## src/h264_fua_pkg.sv

```systemverilog
package h264_fua_pkg;

  // Field widths fixed by the stream format
  localparam int BYTE_W    = 8;
  localparam int NLEN_W    = 16;
  localparam int MAXPAY_W  = 11;
  localparam int TSSTEP_W  = 17;
  localparam int SEQ_W     = 16;
  localparam int TS_W      = 32;
  localparam int CFG_AW    = 3;
  localparam int CFG_DW    = 32;

  // Configuration register map (word index = paddr[2])
  typedef enum logic {
    REG_MAX_PAYLOAD = 1'b0,
    REG_TS_STEP     = 1'b1
  } reg_idx_t;

  localparam logic [MAXPAY_W-1:0] MAX_PAYLOAD_RST = 11'd1400;
  localparam logic [TSSTEP_W-1:0] TS_STEP_RST     = 17'd3000;

  // NAL / FU-A header fields
  localparam logic [BYTE_W-1:0] NAL_TYPE_MASK = 8'h1F;
  localparam logic [BYTE_W-1:0] NAL_NRI_MASK  = 8'h60;
  localparam logic [BYTE_W-1:0] FU_A_TYPE     = 8'd28;
  localparam logic [BYTE_W-1:0] FU_START_BIT  = 8'h80;
  localparam logic [BYTE_W-1:0] FU_END_BIT    = 8'h40;
  localparam logic [4:0]        NAL_TYPE_SPS  = 5'd7;
  localparam logic [4:0]        NAL_TYPE_PPS  = 5'd8;

  // Input item: one NAL byte
  typedef struct packed {
    logic [BYTE_W-1:0] nal_byte;
    logic              nal_first;
    logic [NLEN_W-1:0] nal_length;
  } in_payload_t;

  // Result item: one packet byte
  typedef struct packed {
    logic [BYTE_W-1:0] payload_byte;
    logic              packet_first;
    logic              packet_last;
    logic [SEQ_W-1:0]  seq_number;
    logic [TS_W-1:0]   time_stamp;
    logic              result_last;
  } out_payload_t;

  // One queued result byte with its packet marks
  typedef struct packed {
    logic [BYTE_W-1:0] data;
    logic              pkt_first;
    logic              pkt_last;
  } res_entry_t;

endpackage

```

## src/h264_fua_if.sv

```systemverilog
// NAL byte stream channel
interface h264_fua_in_if;
  logic                      valid;
  logic                      ready;
  h264_fua_pkg::in_payload_t payload;

  modport source (output valid, output payload, input ready);
  modport sink   (input valid, input payload, output ready);
endinterface

// Packet byte stream channel
interface h264_fua_out_if;
  logic                       valid;
  logic                       ready;
  h264_fua_pkg::out_payload_t payload;

  modport source (output valid, output payload, input ready);
  modport sink   (input valid, input payload, output ready);
endinterface

```

## src/h264_fu_a_packetizer_top.sv

```systemverilog
// H.264 RTP packetizer with FU-A fragmentation. NAL bytes enter one per transfer
// on in_ch, header byte first, with the NAL length on every byte; packet bytes
// leave on out_ch with first/last marks, sequence number and timestamp. Most
// input bytes produce one output byte, and the block takes one byte per clock
// when out_ch is not stalled. The first data byte of every FU-A fragment
// produces three bytes (FU indicator, FU header, data), so the input stalls
// there while they drain; the header byte of a fragmented NAL produces nothing.
// Rate is set by the three-entry result register, which drains one byte per
// cycle while out_ch is ready. Bytes pass the input register, then the result
// register. A two-entry skid on the input keeps in_ch.ready a register output.
// The user must write max_payload and ts_step (APB byte addresses 0 and 4)
// only while the block is idle; the block itself does not enforce this.
module h264_fu_a_packetizer_top #(
  parameter int LEN_BITS = 16
) (
  input  logic                                    clk,
  input  logic                                    rst_n,
  h264_fua_in_if.sink                             in_ch,
  h264_fua_out_if.source                          out_ch,
  input  logic                                    cfg_psel,
  input  logic                                    cfg_penable,
  input  logic                                    cfg_pwrite,
  input  logic [h264_fua_pkg::CFG_AW-1:0]         cfg_paddr,
  input  logic [h264_fua_pkg::CFG_DW-1:0]         cfg_pwdata,
  output logic [h264_fua_pkg::CFG_DW-1:0]         cfg_prdata,
  output logic                                    cfg_pready
);

  localparam int LW = LEN_BITS;
  // length bits actually carried by the input field
  localparam int UB = (LEN_BITS < h264_fua_pkg::NLEN_W) ? LEN_BITS : h264_fua_pkg::NLEN_W;
  localparam int MW = h264_fua_pkg::MAXPAY_W;

  // ---------------------------------------------------------------------------
  // Configuration registers
  logic [MW-1:0]                         max_pay_r;
  logic [h264_fua_pkg::TSSTEP_W-1:0]     ts_step_r;
  logic                                  cfg_wr;
  h264_fua_pkg::reg_idx_t                cfg_idx;

  assign cfg_pready = 1'b1;
  assign cfg_wr     = cfg_psel && cfg_penable && cfg_pwrite && cfg_pready;
  assign cfg_idx    = h264_fua_pkg::reg_idx_t'(cfg_paddr[2]);

  always_ff @(posedge clk) begin
    if (!rst_n) begin
      max_pay_r <= h264_fua_pkg::MAX_PAYLOAD_RST;
      ts_step_r <= h264_fua_pkg::TS_STEP_RST;
    end else if (cfg_wr) begin
      unique case (cfg_idx)
        h264_fua_pkg::REG_MAX_PAYLOAD: max_pay_r <= cfg_pwdata[MW-1:0];
        h264_fua_pkg::REG_TS_STEP:     ts_step_r <= cfg_pwdata[h264_fua_pkg::TSSTEP_W-1:0];
        default: ;
      endcase
    end
  end

  always_comb begin
    unique case (cfg_idx)
      h264_fua_pkg::REG_MAX_PAYLOAD:
        cfg_prdata = h264_fua_pkg::CFG_DW'(max_pay_r);
      h264_fua_pkg::REG_TS_STEP:
        cfg_prdata = h264_fua_pkg::CFG_DW'(ts_step_r);
      default: cfg_prdata = '0;
    endcase
  end

  // ---------------------------------------------------------------------------
  // Input register with skid entry
  h264_fua_pkg::in_payload_t main_r, skid_r;
  logic                      main_v_r, skid_v_r;
  logic                      in_xfer;
  logic                      proc;       // main entry handed to the packetizer
  logic                      bundle_free;
  logic [1:0]                rem_r;      // result bytes still queued

  assign in_ch.ready = !skid_v_r;
  assign in_xfer     = in_ch.valid && in_ch.ready;
  assign bundle_free = (rem_r == 2'd0) || (rem_r == 2'd1 && out_ch.ready);
  assign proc        = main_v_r && bundle_free;

  always_ff @(posedge clk) begin
    if (!rst_n) begin
      main_v_r <= 1'b0;
      skid_v_r <= 1'b0;
    end else if (proc) begin
      if (skid_v_r) begin
        main_r   <= skid_r;
        skid_v_r <= 1'b0;
      end else if (in_xfer) begin
        main_r   <= in_ch.payload;
      end else begin
        main_v_r <= 1'b0;
      end
    end else if (in_xfer) begin
      if (main_v_r) begin
        skid_r   <= in_ch.payload;
        skid_v_r <= 1'b1;
      end else begin
        main_r   <= in_ch.payload;
        main_v_r <= 1'b1;
      end
    end
  end

  // ---------------------------------------------------------------------------
  // Packetizer state
  logic [LW-1:0]                      byte_cnt_r, byte_cnt_nxt;
  logic [MW-1:0]                      frag_fill_r, frag_fill_nxt;
  logic [h264_fua_pkg::BYTE_W-1:0]    header_r, header_nxt;
  logic                               frag_r, frag_nxt;
  logic [h264_fua_pkg::SEQ_W-1:0]     seq_cnt_r, seq_cnt_nxt;
  logic [h264_fua_pkg::TS_W-1:0]      ts_cnt_r, ts_cnt_nxt;

  // per-item decode
  logic [h264_fua_pkg::BYTE_W-1:0]    b;
  logic                               first;
  logic [LW-1:0]                      len_raw, len;
  logic [MW-1:0]                      mp;
  logic                               active;
  logic [LW-1:0]                      p;
  logic [MW-1:0]                      ff;
  logic [h264_fua_pkg::BYTE_W-1:0]    hb;
  logic                               frag;
  logic                               nal_end, pkt_end, last_frag;
  logic [LW-1:0]                      len_left;
  logic [h264_fua_pkg::BYTE_W-1:0]    fu_ind, fu_hdr;
  logic [4:0]                         nal_type;
  logic [1:0]                         n_res;
  h264_fua_pkg::res_entry_t           new_ent [3];

  always_comb begin
    b       = main_r.nal_byte;
    first   = main_r.nal_first;
    len_raw = LW'(main_r.nal_length[UB-1:0]);
    len     = (len_raw == '0) ? LW'(1) : len_raw;
    mp      = (max_pay_r == '0) ? MW'(1) : max_pay_r;
    active  = first || (byte_cnt_r != '0);
    p       = first ? '0 : byte_cnt_r;
    ff      = first ? '0 : frag_fill_r;
    hb      = first ? b : header_r;
    frag    = first ? (len > LW'(mp)) : frag_r;

    nal_end   = ({1'b0, p} + (LW+1)'(1)) >= {1'b0, len};
    len_left  = len - p;
    last_frag = (p >= len) || (len_left <= LW'(mp));
    nal_type  = hb[4:0];

    fu_ind = (hb & h264_fua_pkg::NAL_NRI_MASK) | h264_fua_pkg::FU_A_TYPE;
    fu_hdr = hb & h264_fua_pkg::NAL_TYPE_MASK;
    if (p == LW'(1)) fu_hdr = fu_hdr | h264_fua_pkg::FU_START_BIT;
    if (last_frag)   fu_hdr = fu_hdr | h264_fua_pkg::FU_END_BIT;

    pkt_end = 1'b0;
    n_res   = 2'd0;
    for (int i = 0; i < 3; i++) new_ent[i] = '0;

    if (!frag) begin
      // single-packet NAL: pass byte through
      pkt_end    = nal_end;
      n_res      = 2'd1;
      new_ent[0] = '{data: b, pkt_first: (p == '0), pkt_last: nal_end};
    end else if (p != '0) begin
      pkt_end = nal_end || (({1'b0, ff} + (MW+1)'(1)) >= {1'b0, mp});
      if (ff == '0) begin
        // fragment opens: indicator and FU header ahead of the data byte
        n_res      = 2'd3;
        new_ent[0] = '{data: fu_ind, pkt_first: 1'b1, pkt_last: 1'b0};
        new_ent[1] = '{data: fu_hdr, pkt_first: 1'b0, pkt_last: 1'b0};
        new_ent[2] = '{data: b,      pkt_first: 1'b0, pkt_last: pkt_end};
      end else begin
        n_res      = 2'd1;
        new_ent[0] = '{data: b, pkt_first: 1'b0, pkt_last: pkt_end};
      end
    end

    if (!active) begin
      // stray byte while idle
      pkt_end = 1'b0;
      n_res   = 2'd0;
    end
  end

  // state update for a processed item
  always_comb begin
    byte_cnt_nxt  = byte_cnt_r;
    frag_fill_nxt = frag_fill_r;
    header_nxt    = header_r;
    frag_nxt      = frag_r;
    seq_cnt_nxt   = seq_cnt_r;
    ts_cnt_nxt    = ts_cnt_r;
    if (proc && active) begin
      byte_cnt_nxt  = nal_end ? '0 : (p + LW'(1));
      frag_fill_nxt = ff;
      if (frag && p != '0) frag_fill_nxt = pkt_end ? '0 : (ff + MW'(1));
      header_nxt    = hb;
      frag_nxt      = frag;
      if (pkt_end) seq_cnt_nxt = seq_cnt_r + h264_fua_pkg::SEQ_W'(1);
      if (nal_end) begin
        if (frag || (nal_type != h264_fua_pkg::NAL_TYPE_SPS &&
                     nal_type != h264_fua_pkg::NAL_TYPE_PPS))
          ts_cnt_nxt = ts_cnt_r + h264_fua_pkg::TS_W'(ts_step_r);
        frag_nxt      = 1'b0;
        frag_fill_nxt = '0;
      end
    end
  end

  always_ff @(posedge clk) begin
    if (!rst_n) begin
      byte_cnt_r  <= '0;
      frag_fill_r <= '0;
      header_r    <= '0;
      frag_r      <= 1'b0;
      seq_cnt_r   <= '0;
      ts_cnt_r    <= '0;
    end else begin
      byte_cnt_r  <= byte_cnt_nxt;
      frag_fill_r <= frag_fill_nxt;
      header_r    <= header_nxt;
      frag_r      <= frag_nxt;
      seq_cnt_r   <= seq_cnt_nxt;
      ts_cnt_r    <= ts_cnt_nxt;
    end
  end

  // ---------------------------------------------------------------------------
  // Result register: up to three bytes, drained from entry 0
  h264_fua_pkg::res_entry_t           ent_r [3];
  logic [h264_fua_pkg::SEQ_W-1:0]     out_seq_r;
  logic [h264_fua_pkg::TS_W-1:0]      out_ts_r;
  logic                               out_xfer;

  assign out_xfer = out_ch.valid && out_ch.ready;

  always_ff @(posedge clk) begin
    if (!rst_n) begin
      rem_r <= 2'd0;
    end else if (proc) begin
      rem_r <= n_res;
    end else if (out_xfer) begin
      rem_r <= rem_r - 2'd1;
    end
  end

  always_ff @(posedge clk) begin
    if (proc) begin
      for (int i = 0; i < 3; i++) ent_r[i] <= new_ent[i];
      out_seq_r <= seq_cnt_r;
      out_ts_r  <= ts_cnt_r;
    end else if (out_xfer) begin
      ent_r[0] <= ent_r[1];
      ent_r[1] <= ent_r[2];
    end
  end

  assign out_ch.valid                = (rem_r != 2'd0);
  assign out_ch.payload.payload_byte = ent_r[0].data;
  assign out_ch.payload.packet_first = ent_r[0].pkt_first;
  assign out_ch.payload.packet_last  = ent_r[0].pkt_last;
  assign out_ch.payload.seq_number   = out_seq_r;
  assign out_ch.payload.time_stamp   = out_ts_r;
  assign out_ch.payload.result_last  = (rem_r == 2'd1);

  // ---------------------------------------------------------------------------
  // Assertions

  // input back-pressure only with both input entries occupied
  a_skid_full: assert property (@(posedge clk) disable iff (!rst_n)
    !in_ch.ready |-> main_v_r)
    else $error("skid entry held while main entry empty");

  // fragment fill only counts inside a fragmented NAL
  a_fill_idle: assert property (@(posedge clk) disable iff (!rst_n)
    (!frag_r || byte_cnt_r == '0) |-> frag_fill_r == '0)
    else $error("fragment fill left over outside a fragmented NAL");

  // each closed packet advances the sequence number by exactly one
  a_seq_step: assert property (@(posedge clk) disable iff (!rst_n)
    (proc && active && pkt_end) |=>
      seq_cnt_r == $past(seq_cnt_r) + h264_fua_pkg::SEQ_W'(1))
    else $error("sequence number did not advance on packet end");

endmodule

```

## src/flat_wrapper.sv

```systemverilog
// flat-port wrapper written by rule: the top's interface ports become plain ports
module h264_fu_a_packetizer_top_flat 
#(
  parameter int LEN_BITS = 16
)
  (clk, rst_n, cfg_psel, cfg_penable, cfg_pwrite, cfg_paddr, cfg_pwdata, cfg_prdata, cfg_pready, in_ch_valid, in_ch_payload, in_ch_ready, out_ch_valid, out_ch_payload, out_ch_ready);
  h264_fua_in_if in_ch_i ();
  h264_fua_out_if out_ch_i ();
  input  logic clk;
  input  logic rst_n;
  input  logic cfg_psel;
  input  logic cfg_penable;
  input  logic cfg_pwrite;
  input  logic [h264_fua_pkg::CFG_AW-1:0] cfg_paddr;
  input  logic [h264_fua_pkg::CFG_DW-1:0] cfg_pwdata;
  output logic [h264_fua_pkg::CFG_DW-1:0] cfg_prdata;
  output logic cfg_pready;
  input wire logic [$bits(in_ch_i.valid)-1:0] in_ch_valid;
  input wire logic [$bits(in_ch_i.payload)-1:0] in_ch_payload;
  output wire logic [$bits(in_ch_i.ready)-1:0] in_ch_ready;
  output wire logic [$bits(out_ch_i.valid)-1:0] out_ch_valid;
  output wire logic [$bits(out_ch_i.payload)-1:0] out_ch_payload;
  input wire logic [$bits(out_ch_i.ready)-1:0] out_ch_ready;
  assign in_ch_i.valid = in_ch_valid;
  assign in_ch_i.payload = in_ch_payload;
  assign in_ch_ready = in_ch_i.ready;
  assign out_ch_valid = out_ch_i.valid;
  assign out_ch_payload = out_ch_i.payload;
  assign out_ch_i.ready = out_ch_ready;
  h264_fu_a_packetizer_top #(.LEN_BITS(LEN_BITS)) u_core (.clk(clk), .rst_n(rst_n), .in_ch(in_ch_i), .out_ch(out_ch_i), .cfg_psel(cfg_psel), .cfg_penable(cfg_penable), .cfg_pwrite(cfg_pwrite), .cfg_paddr(cfg_paddr), .cfg_pwdata(cfg_pwdata), .cfg_prdata(cfg_prdata), .cfg_pready(cfg_pready));
endmodule
```

## config.mk

```make
export PLATFORM = sky130hd
export DESIGN_NAME = h264_fu_a_packetizer_top_flat
export DESIGN_NICKNAME = d
export VERILOG_FILES = /design/src/h264_fua_pkg.sv /design/src/h264_fua_if.sv /design/src/h264_fu_a_packetizer_top.sv /design/src/flat_wrapper.sv
export SDC_FILE = /design/constraint.sdc
export NUM_CORES = 1
export LEC_CHECK = 0
export BUFFER_PORTS_ARGS = -buffer_cell sky130_fd_sc_hd__buf_2
export CAP_MARGIN = 20
export CORE_MARGIN = 5
export CORE_UTILIZATION = 48
export CTS_CLUSTER_SIZE = 12
export DETAILED_ROUTE_END_ITERATION = 8
export PLACE_DENSITY = 0.68
export SLEW_MARGIN = 0
export SYNTH_ARGS = -nofsm -noshare
export SYNTH_HDL_FRONTEND = slang
export SYNTH_SLANG_ARGS = --single-unit
```

## constraint.sdc

```tcl
create_clock -name clk -period 14.2 [get_ports clk]
set_input_delay 0.71 -clock clk [delete_from_list [all_inputs] [get_ports clk]]
set_output_delay 0.71 -clock clk [all_outputs]
set_load 0.02 [all_outputs]
```

==> reports/results.env, run 1 <==
CLOCK_SINKS=241
ANTENNA_DIODE_COUNT=0
CRITPATHARRIVALTIME_NS=5.60
POST-ROUTE-WORST-SETUP-SLACK_NS=9.083
SHARE_OF_THE_YOSYS_CHIP_AREA_BELONGING_TO_REGISTERS_PCT=46.79
ROUTE.VIAS.TOTAL=10013
LAYOUT-DRIVE-GT1-SHARE_PCT=15.34
DIE_AREA_MM2=0.03049
TOTAL_LEAKAGE_POWER_nW=5.857
INITIALDRTVIOLATIONCOUNT=772
CTS-HOLD-FIX-BUFFERS=0
GRT_FIRST_PASS_WIRELENGTH_UM=49240
SYNTH_ASYNC_SR_FLOP_SHARE_PCT=0
OUTCOME='finished, final reports clean'
FLOORPLAN.ROWS=60
VIASPERCELL=5.619
WORST_REL_SLEW_SLACK_PCT=33.59
WORSTHOLDPATHTYPE='in2reg'
POSTLAYOUTCOREUTIL_PCT=54.68
POST_CTS_RESIZED=0
SYNTH_FLOP_CELL='sky130_fd_sc_hd__edfxtp_1'
CLOCK_LATENCY_NS=0.56
CTS.ROOT.BUFFER_CELL='sky130_fd_sc_hd__clkbuf_16'
SYNTHESIS.YOSYS.WARNINGS=0
HPWL_UM=21520
GRT_MAX_DEGREE=66
MAX-CLOCK-PATH-BUFFERS=3
GRT_PASS1_VIAS=9808
DIE_WIDTH_UM=174.6
SETUP-VIOLATIONS-FINAL=0
POST-PLACE-WS_NS=9.165
BUSIEST_LAYER='met2'
DETAIL_ROUTE.DRC_VIOLATIONS=0
WORST-SETUP-PATH-TYPE='reg2reg'
CRITICAL_PATH.STARTPOINT_TYPE='register'
DIE_HEIGHT_UM=174.6
GLOBAL_ROUTE_TRACK_USAGE_ON_MET1_PCT=25.25
REPORT.FINAL.HOLD_VIOL_COUNT=0
TIGHTEST_SLEW_NS=0.9924
CP_DATA_REQUIRED_TIME_NS=14.69
POST_SYNTH_INSTANCE_AREA_MM2=0.01301
GRT_SETUP_UNREPAIRED='false'
FINAL.PERIOD_UTILIZATION_PCT=36.03
AREA_DELTA_SYNTH_FINAL_PCT=12.67
NETLIST_INSTANCES=1327
FIRSTDRTPASSITERS=5
WORST_CLOCK_SKEW_NS=0.02135
SYNTHDOMINANTAREACELLTYPE='sky130_fd_sc_hd__edfxtp_1'
CTS_TREE='built'
WL_UM=30070
GLOBAL_ROUTE.USAGE.TOTAL_PCT=19.18
YS_TOP_CELLS_BY_AREA='sky130_fd_sc_hd__edfxtp_1 29%, sky130_fd_sc_hd__dfxtp_1 18%, sky130_fd_sc_hd__ha_1 8.7%, sky130_fd_sc_hd__nand2_1 4.7%, sky130_fd_sc_hd__a21oi_1 3.2%'
WL_PER_CELL_UM=16.87
PLACE.PORT_BUFFERS=127
CTS-HTREE-LEVELS=1
POSTCTSSETUPREPAIRBUFS=0
PERIOD_MINUS_SLACK_NS=5.117
IOPINCOUNT=161
POWER.TOTAL_mW=1.882
YOSYS_REGISTER_BITS=241
NUMCTSBUFFERS=27
TIMING.CRITICAL_PATH.TO_TYPE='register'
INITIAL_CORE_UTIL_PCT=48.53
CP_MAX_FO=42
COREAREA_MM2=0.02680
POWER_DENSITY_mW_PER_MM2=128.4
NETLIST-CELL-TYPE-COUNT=72
GRTUSAGEMET2_PCT=33.37
ANT_NETS=0
MAX-VDD-IR-DROP_mV=0.08634
SYNTHESIS.AREA_PER_INSTANCE_UM2=9.802
MAX_FREQ_MHz=195.4
MAXSLEWVIOLCOUNT=0
FIN_TNS_SETUP_NS=0
TOP_AREA_CELL_TYPE_SHARE_OF_THE_NETLIST_AREA_PCT=29.09
CTS.REPORTEDPATHS.CLKPINSLEW_NS=0.06
GRT_USE_MET3_PCT=2.293
GLOBALROUTEOVERFLOWTOTAL=0
MAX_CAP_VIOL_COUNT=0
GP_CONGESTION=0.8462
NNETSFINAL=1579
SYNTH_EDF_COUNT=126
GRT_ANTENNA_BEFORE_REPAIR=0
## per-layer routing
layer	share of wire (%)	up-vias
met5	0	-
met4	2.7	0
met3	4.2	51
met2	49	215
met1	45	4777
li1	-	4970
## registers in the layout (all words and copies together), names as in the netlist, 11 cells and up
register	count
u_core.len_raw	16
u_core.out_ts_r	32
u_core.ts_cnt_r	32
u_core.max_pay_r	11
u_core.frag_fill_r	11
u_core.seq_cnt_r	16
u_core.ent_r	28
u_core.byte_cnt_r	16
u_core.out_seq_r	16
u_core.skid_r	25
u_core.ts_step_r	17
## Yosys cell counts (13+ instances only)
cell	n
sky130_fd_sc_hd__nand2_1	164
sky130_fd_sc_hd__edfxtp_1	126
sky130_fd_sc_hd__dfxtp_1	115
sky130_fd_sc_hd__ha_1	90
sky130_fd_sc_hd__nor2_1	86
sky130_fd_sc_hd__a21oi_1	82
sky130_fd_sc_hd__nand3_1	58
sky130_fd_sc_hd__o21ai_0	56
sky130_fd_sc_hd__inv_1	50
sky130_fd_sc_hd__clkbuf_1	49
sky130_fd_sc_hd__xnor2_1	35
sky130_fd_sc_hd__buf_4	27
sky130_fd_sc_hd__mux2_2	27
sky130_fd_sc_hd__nand2b_1	25
sky130_fd_sc_hd__and3_1	23
sky130_fd_sc_hd__a21o_1	20
sky130_fd_sc_hd__nand4_1	19
sky130_fd_sc_hd__mux2i_1	18
sky130_fd_sc_hd__nor3_1	18
sky130_fd_sc_hd__xor2_1	16
sky130_fd_sc_hd__a211oi_1	15
sky130_fd_sc_hd__o21a_1	14
sky130_fd_sc_hd__and2_1	13
sky130_fd_sc_hd__o211ai_1	13
sky130_fd_sc_hd__or3_1	13
## placed cells by master (no fill, tap or decap), types with 7 or more instances in the layout
cell,instances
sky130_fd_sc_hd__o21ai_0,56
sky130_fd_sc_hd__o211ai_1,13
sky130_fd_sc_hd__mux2i_1,18
sky130_fd_sc_hd__nand2b_1,25
sky130_fd_sc_hd__conb_1,16
sky130_fd_sc_hd__nand3_1,58
sky130_fd_sc_hd__buf_4,11
sky130_fd_sc_hd__mux2_2,27
sky130_fd_sc_hd__nand4_1,19
sky130_fd_sc_hd__nor3_1,17
sky130_fd_sc_hd__o21a_1,14
sky130_fd_sc_hd__xnor2_1,35
sky130_fd_sc_hd__and4_1,8
sky130_fd_sc_hd__a21o_1,20
sky130_fd_sc_hd__o21bai_1,7
sky130_fd_sc_hd__clkbuf_1,7
sky130_fd_sc_hd__nor2b_1,10
sky130_fd_sc_hd__inv_1,50
sky130_fd_sc_hd__edfxtp_1,126
sky130_fd_sc_hd__nor2_1,86
sky130_fd_sc_hd__and3_1,23
sky130_fd_sc_hd__nand2_1,164
sky130_fd_sc_hd__a211oi_1,14
sky130_fd_sc_hd__or3_1,13
sky130_fd_sc_hd__dfxtp_1,115
sky130_fd_sc_hd__a21oi_1,81
sky130_fd_sc_hd__nor4_1,12
sky130_fd_sc_hd__clkbuf_16,27
sky130_fd_sc_hd__ha_1,90
sky130_fd_sc_hd__nand3b_1,7
sky130_fd_sc_hd__a22o_1,12
sky130_fd_sc_hd__and2_1,13
sky130_fd_sc_hd__xor2_1,16
sky130_fd_sc_hd__buf_2,127
## final cells by class
| cell class | instances | area [um2] |
|---|---|---|
| well taps | 341 | 426.7 |
| fillers | 2447 | 12150 |
| multi-input cells | 958 | 6346 |
| inverters | 53 | 198.9 |
| flip-flops and latches | 241 | 6086 |
| clock inverters | 15 | 136.4 |
| repair buffers | 139 | 745.7 |
| clock buffers | 35 | 715.7 |
## power breakdown
| group | internal, mW | leakage, nW | switching [mW] |
|---|---|---|---|
| Combinational | 0.109 | 3.32 | 0.245 |
| Clock | 0.392 | 0.418 | 0.280 |
| Sequential | 0.829 | 2.12 | 0.0268 |
## per-stage QoR
stage / instances / cell area (um2) / hold slack, ns
2_1_floorplan: 1341 / 13060 / 0.4172
3_3_place_gp: 1731 / 13780 / 0.4336
3_5_place_dp: 1731 / 13780 / 0.4316
4_1_cts: 1781 / 14630 / 0.3233
5_1_grt: 1782 / 14660 / 0.3372
6_report: 1782 / 14660 / 0.3484
## kinds of logic (layout without fill, tap and decap cells)
kind of cell             after synthesis  after routing  synth area share, %
buffers and inverters                142            242                5.069
AND/OR/NAND/NOR                      477            477                17.90
flip-flops                           241            241                46.79
AO/OA/AOI/OAI                        277            277                14.06
multiplexers                          45             45                3.723
XOR/XNOR                              51             51                3.434
other                                  2             16              0.05774
adder cells (fa/ha/maj)               92             92                8.965
## worst max-delay path: stages, from the launching register on
cell	delay, ns
sky130_fd_sc_hd__edfxtp_1	0.36
sky130_fd_sc_hd__buf_4	0.28
sky130_fd_sc_hd__inv_2	0.43
sky130_fd_sc_hd__nand2_1	0.18
sky130_fd_sc_hd__inv_1	0.18
sky130_fd_sc_hd__ha_1	0.26
sky130_fd_sc_hd__nand4_2	0.17
sky130_fd_sc_hd__nor2_1	0.20
sky130_fd_sc_hd__nand2_1	0.07
sky130_fd_sc_hd__nor2_1	0.16
sky130_fd_sc_hd__nand3_1	0.11
sky130_fd_sc_hd__xor2_1	0.18
sky130_fd_sc_hd__ha_1	0.31
sky130_fd_sc_hd__nand2_1	0.07
sky130_fd_sc_hd__o21a_1	0.18
sky130_fd_sc_hd__o21ai_0	0.20
sky130_fd_sc_hd__a211oi_2	0.05
sky130_fd_sc_hd__buf_4	0.23
sky130_fd_sc_hd__a311o_1	0.29
sky130_fd_sc_hd__buf_4	0.27
sky130_fd_sc_hd__o21bai_4	0.31
sky130_fd_sc_hd__or3_1	0.38
sky130_fd_sc_hd__a21oi_1	0.14
## final timing paths
check | from | endpoint | slack [ns] | cells after the start
min reg2reg | u_core.ts_cnt_r[31] | u_core.out_ts_r[31] | 0.45 | 0
max | u_core.first | u_core.ts_cnt_r[31] | 9.08 | 22
max reg2reg | u_core.first | u_core.ts_cnt_r[31] | 9.08 | 22
min | in_ch_payload[21] | u_core.skid_r[21] | 0.35 | 1
(Power assumes the default switching activity.)
==> run 2, diff against run 1 <==
- ABC_AREA: default -> 1
- PLACE_DENSITY: 0.68 -> 0.7
- clock period: 14.2 -> 4.3 ns (I/O delays scaled with it)
==> run 2 against run 1 <==
  * Synthesized cell count rose by 23%
  * Clock skew rose by 0.0021 ns
  * Sequential power rose to 3.3 times the previous value
  * Register-to-register slack got worse by 8.8 ns
  * Total power rose to 3.4 times the previous value
  * Global-route usage rose by 1.8 points
  * Non-clock buffer count rose by 64
  * Clock power rose to 3.7 times the previous value
==> reports/results.env, run 2 <==
CLOCK_SINKS=241  # unchanged
SYNTHDOMINANTAREACELLTYPE='sky130_fd_sc_hd__edfxtp_1'
HP-START='cfg_pwdata[1]'
GLOBAL_ROUTE_TRACK_USAGE_ON_MET1_PCT=25.70  # +0.45 points
GRT_ANTENNA_BEFORE_REPAIR=0  # unchanged
INITIAL_CORE_UTIL_PCT=48.50  # about the same
DIE_HEIGHT_UM=180.3  # +3.3%
GRT_FIRST_PASS_WIRELENGTH_UM=57270  # +16%
MAX_CAP_VIOL_COUNT=0  # unchanged
SYNTHESIS.AREA_PER_INSTANCE_UM2=8.541  # -13%
COREAREA_MM2=0.02870  # +7.1%
LAYOUT.CELLS.MOST_COMMON='sky130_fd_sc_hd__nand2_1'
REPORT.FINAL.HOLD_VIOL_COUNT=0  # unchanged
WL_UM=35290  # +17%
CRITICAL_PATH.STARTPOINT_TYPE='register'
PERIOD_MINUS_SLACK_NS=4.002  # -1.115 ns
DETAIL_ROUTE.DRC_VIOLATIONS=0  # unchanged
ANT_NETS=0  # unchanged
ANTENNA_DIODE_COUNT=0  # unchanged
CP_MAX_FO=25  # -40%
POST_SYNTH_INSTANCE_AREA_MM2=0.01392  # +7.0%
TIGHTEST_SLEW_NS=0.9690  # -0.02343 ns
CLOCK_LATENCY_NS=0.55  # about the same
GRT_USE_MET3_PCT=2.604  # +0.31 points
GRT_SETUP_UNREPAIRED='false'
RR_ENDPOINT='u_core.seq_cnt_r[6]'
WORST_REL_SLEW_SLACK_PCT=35.21  # +1.6 points
YOSYS-TOP-CELLS-COUNT='319 x sky130_fd_sc_hd__nand2_1, 162 x sky130_fd_sc_hd__nor2_1, 159 x sky130_fd_sc_hd__inv_1, 126 x sky130_fd_sc_hd__edfxtp_1, 118 x sky130_fd_sc_hd__a21oi_1'
SYNTH.MOST_COMMON_CELL='sky130_fd_sc_hd__nand2_1'
WHS_ENDPOINT='u_core.max_pay_r[1]'
CTS.ROOT.BUFFER_CELL='sky130_fd_sc_hd__clkbuf_16'
AREA_DELTA_SYNTH_FINAL_PCT=16.90
NUMCTSBUFFERS=28  # +3.7%
GRTUSAGEMET2_PCT=38.20  # +4.8 points
SETUP-VIOLATIONS-FINAL=0  # unchanged
FIRSTDRTPASSITERS=5  # unchanged
DIE_AREA_MM2=0.03251  # +6.6%
LAYOUT_COMMON_CELLS='319 x sky130_fd_sc_hd__nand2_1, 159 x sky130_fd_sc_hd__nor2_1, 158 x sky130_fd_sc_hd__inv_1, 127 x sky130_fd_sc_hd__buf_2, 126 x sky130_fd_sc_hd__edfxtp_1'
MAX-VDD-IR-DROP_mV=0.2883  # +230%
REG2REG_DEPTH=22  # unchanged
HPWL_UM=26090  # +21%
NETLIST_INSTANCES=1630  # +23%
TOP_AREA_CELL_TYPE_SHARE_OF_THE_NETLIST_AREA_PCT=27.18  # -1.9 points
CTS_TREE='built'
ROUTE.VIAS.TOTAL=11680  # +17%
DIE_WIDTH_UM=180.3  # +3.3%
CRITPATHARRIVALTIME_NS=4.47  # -1.13 ns
IOPINCOUNT=161  # unchanged
OUTCOME='finished, final reports clean'
SHARE_OF_THE_YOSYS_CHIP_AREA_BELONGING_TO_REGISTERS_PCT=43.71  # -3.1 points
VIASPERCELL=5.314  # -5.4%
POWER_DENSITY_mW_PER_MM2=392.2  # +210%
BUSIEST_LAYER='met2'
FINAL.HOLD.WORST_SLACK_NS=0.04152  # -0.3068 ns
CTS.REPORTEDPATHS.CLKPINSLEW_NS=0.06  # about the same
GRT_PASS1_VIAS=11402  # +16%
GLOBAL_ROUTE.USAGE.TOTAL_PCT=20.93  # +1.8 points
CP_DATA_REQUIRED_TIME_NS=4.77  # -9.92 ns
SYNTHESIS.YOSYS.WARNINGS=0  # unchanged
YS_TOP_CELLS_BY_AREA='sky130_fd_sc_hd__edfxtp_1 27%, sky130_fd_sc_hd__dfxtp_1 17%, sky130_fd_sc_hd__nand2_1 8.6%, sky130_fd_sc_hd__ha_1 8.1%, sky130_fd_sc_hd__nor2_1 4.4%'
WORST_CLOCK_SKEW_NS=0.02346  # +0.002107 ns
MAX_FREQ_MHz=249.9  # +28%
PLACE.PORT_BUFFERS=127  # unchanged
YOSYS_REGISTER_BITS=241  # unchanged
CTS-HTREE-LEVELS=1  # unchanged
WORSTHOLDPATHTYPE='in2reg'
GRT_MAX_DEGREE=59  # -11%
REGTOREGSTARTPOINT='u_core.first'
MAX-CLOCK-PATH-BUFFERS=3  # unchanged
MAXSLEWVIOLCOUNT=0  # unchanged
NETLIST-CELL-TYPE-COUNT=56  # -22%
FINAL.PERIOD_UTILIZATION_PCT=93.07  # +57 points
FIN_TNS_SETUP_NS=0  # unchanged
TOTAL_LEAKAGE_POWER_nW=6.896  # +18%
MIN_PATH_CELLS=3  # +2
REG_TOP3='u_core.out_ts_r x32, u_core.ts_cnt_r x32, u_core.ent_r x28'
SYNTH_FLOP_CELL='sky130_fd_sc_hd__edfxtp_1'
LAYOUT-DRIVE-GT1-SHARE_PCT=17.97  # +2.6 points
WL_PER_CELL_UM=16.06  # -4.8%
GLOBALROUTEOVERFLOWTOTAL=0  # unchanged
FLOORPLAN.ROWS=62  # +3.3%
NNETSFINAL=1951  # +24%
INITIALDRTVIOLATIONCOUNT=831  # +7.6%
GP_CONGESTION=0.9674  # +14%
SETUP.REG_TO_REG.WORST_SLACK_NS=0.30  # -8.79 ns
SYNTH_ASYNC_SR_FLOP_SHARE_PCT=0  # unchanged
SYNTH_EDF_COUNT=126  # unchanged
WORST-SETUP-PATH-TYPE='reg2reg'
TIMING.CRITICAL_PATH.TO_TYPE='register'
## run 2: cell types whose count changed after synthesis, moves of 17 or more
cell,change
sky130_fd_sc_hd__a21oi_1,+36
sky130_fd_sc_hd__a21oi_2,+20
sky130_fd_sc_hd__and3_1,-22
sky130_fd_sc_hd__inv_1,+109
sky130_fd_sc_hd__mux2i_1,-18
sky130_fd_sc_hd__nand2_1,+155
sky130_fd_sc_hd__nand2_2,+26
sky130_fd_sc_hd__nand2b_1,-25
sky130_fd_sc_hd__nor2_1,+76
sky130_fd_sc_hd__o21ai_0,+25
sky130_fd_sc_hd__o21ai_1,+19
sky130_fd_sc_hd__xnor2_1,-17
sky130_fd_sc_hd__xor2_1,+32
## run 2: worst max-delay path, stage by stage, from the launching register on
cell	delay, ns
sky130_fd_sc_hd__edfxtp_1	0.49
sky130_fd_sc_hd__buf_4	0.20
sky130_fd_sc_hd__inv_8	0.16
sky130_fd_sc_hd__nand2_2	0.14
sky130_fd_sc_hd__nor3_2	0.27
sky130_fd_sc_hd__nand4_1	0.21
sky130_fd_sc_hd__nor3_2	0.22
sky130_fd_sc_hd__nand3_1	0.15
sky130_fd_sc_hd__xor2_2	0.19
sky130_fd_sc_hd__ha_1	0.29
sky130_fd_sc_hd__inv_1	0.07
sky130_fd_sc_hd__nor2_1	0.06
sky130_fd_sc_hd__nand3_1	0.07
sky130_fd_sc_hd__nor3_1	0.05
sky130_fd_sc_hd__nor3_1	0.14
sky130_fd_sc_hd__nand2_1	0.11
sky130_fd_sc_hd__nor2_4	0.35
sky130_fd_sc_hd__nand2_8	0.11
sky130_fd_sc_hd__nand2_8	0.17
sky130_fd_sc_hd__clkinv_4	0.17
sky130_fd_sc_hd__nand2_1	0.09
sky130_fd_sc_hd__nand2_1	0.05
sky130_fd_sc_hd__a21oi_1	0.12
## run 2: through the flow
step           power [mW]  instance area (um2)  instances  util (%)  worst slack [ns]
2_1_floorplan       3.610                13980       1644         -            0.1562
3_3_place_gp        3.885                14790       2097     51.53            0.2806
3_5_place_dp        3.913                14790       2097     51.53            0.1860
4_1_cts             6.424                16200       2191     56.46            0.1540
5_1_grt             6.655                16280       2198     56.70           0.01373
6_report            6.383                16280       2198     56.70            0.2978
## run 2: repair_timing
action,CTS,global route
endpoints found under the hold margin,77,0
setup buffers,0,7
endpoints found under the setup margin,0,75
gates resized for setup,0,5
hold buffers,42,0
## run 2: cell families (layout without fill, tap and decap cells)
logic type | after synthesis | after routing | share of synthesized area, %
flip-flops | 241 | 241 | 43.71
other | 2 | 16 | 0.05394
AND/OR/NAND/NOR | 657 | 657 | 21.27
AO/OA/AOI/OAI | 291 | 291 | 11.99
multiplexers | 25 | 25 | 2.022
XOR/XNOR | 66 | 66 | 4.152
buffers and inverters | 256 | 426 | 8.421
adder cells (fa/ha/maj) | 92 | 92 | 8.376
## run 2: how the worst max path moves through the flow
stage                               start  slack [ns]  cells past startpoint               endpoint
after floorplan           u_core.rem_r[1]        0.16                      7            u_core.b[0]
after global placement       u_core.first        0.28                     22    u_core.seq_cnt_r[6]
after detailed placement     u_core.first        0.19                     20  u_core.byte_cnt_r[13]
after CTS                    u_core.first        0.15                     22    u_core.seq_cnt_r[6]
after global routing         u_core.first        0.01                     24    u_core.seq_cnt_r[6]
final                        u_core.first        0.30                     22    u_core.seq_cnt_r[6]
## run 2: per-layer routing
metal  part of all wire, %  wire, um
met1                    41     14370
met3                   5.4      1909
met2                    51     17840
met5                     0         0
met4                   3.3      1170
## run 2: power by group
part	total (mW)	internal [mW]	switching (mW)
registers	2.79	2.71	0.0795
clock network	2.48	1.53	0.949
logic	1.11	0.344	0.770
## run 2: final cells by class
| cell class | count | area, um2 |
|---|---|---|
| Tap cell | 384 | 480.5 |
| Inverter | 171 | 658.1 |
| Clock buffer | 43 | 839.6 |
| Sequential cell | 241 | 6086 |
| Timing Repair Buffer | 203 | 1311 |
| Multi-Input combinational cell | 1147 | 6748 |
| Clock inverter | 9 | 152.6 |
| Fill cell | 2568 | 12430 |
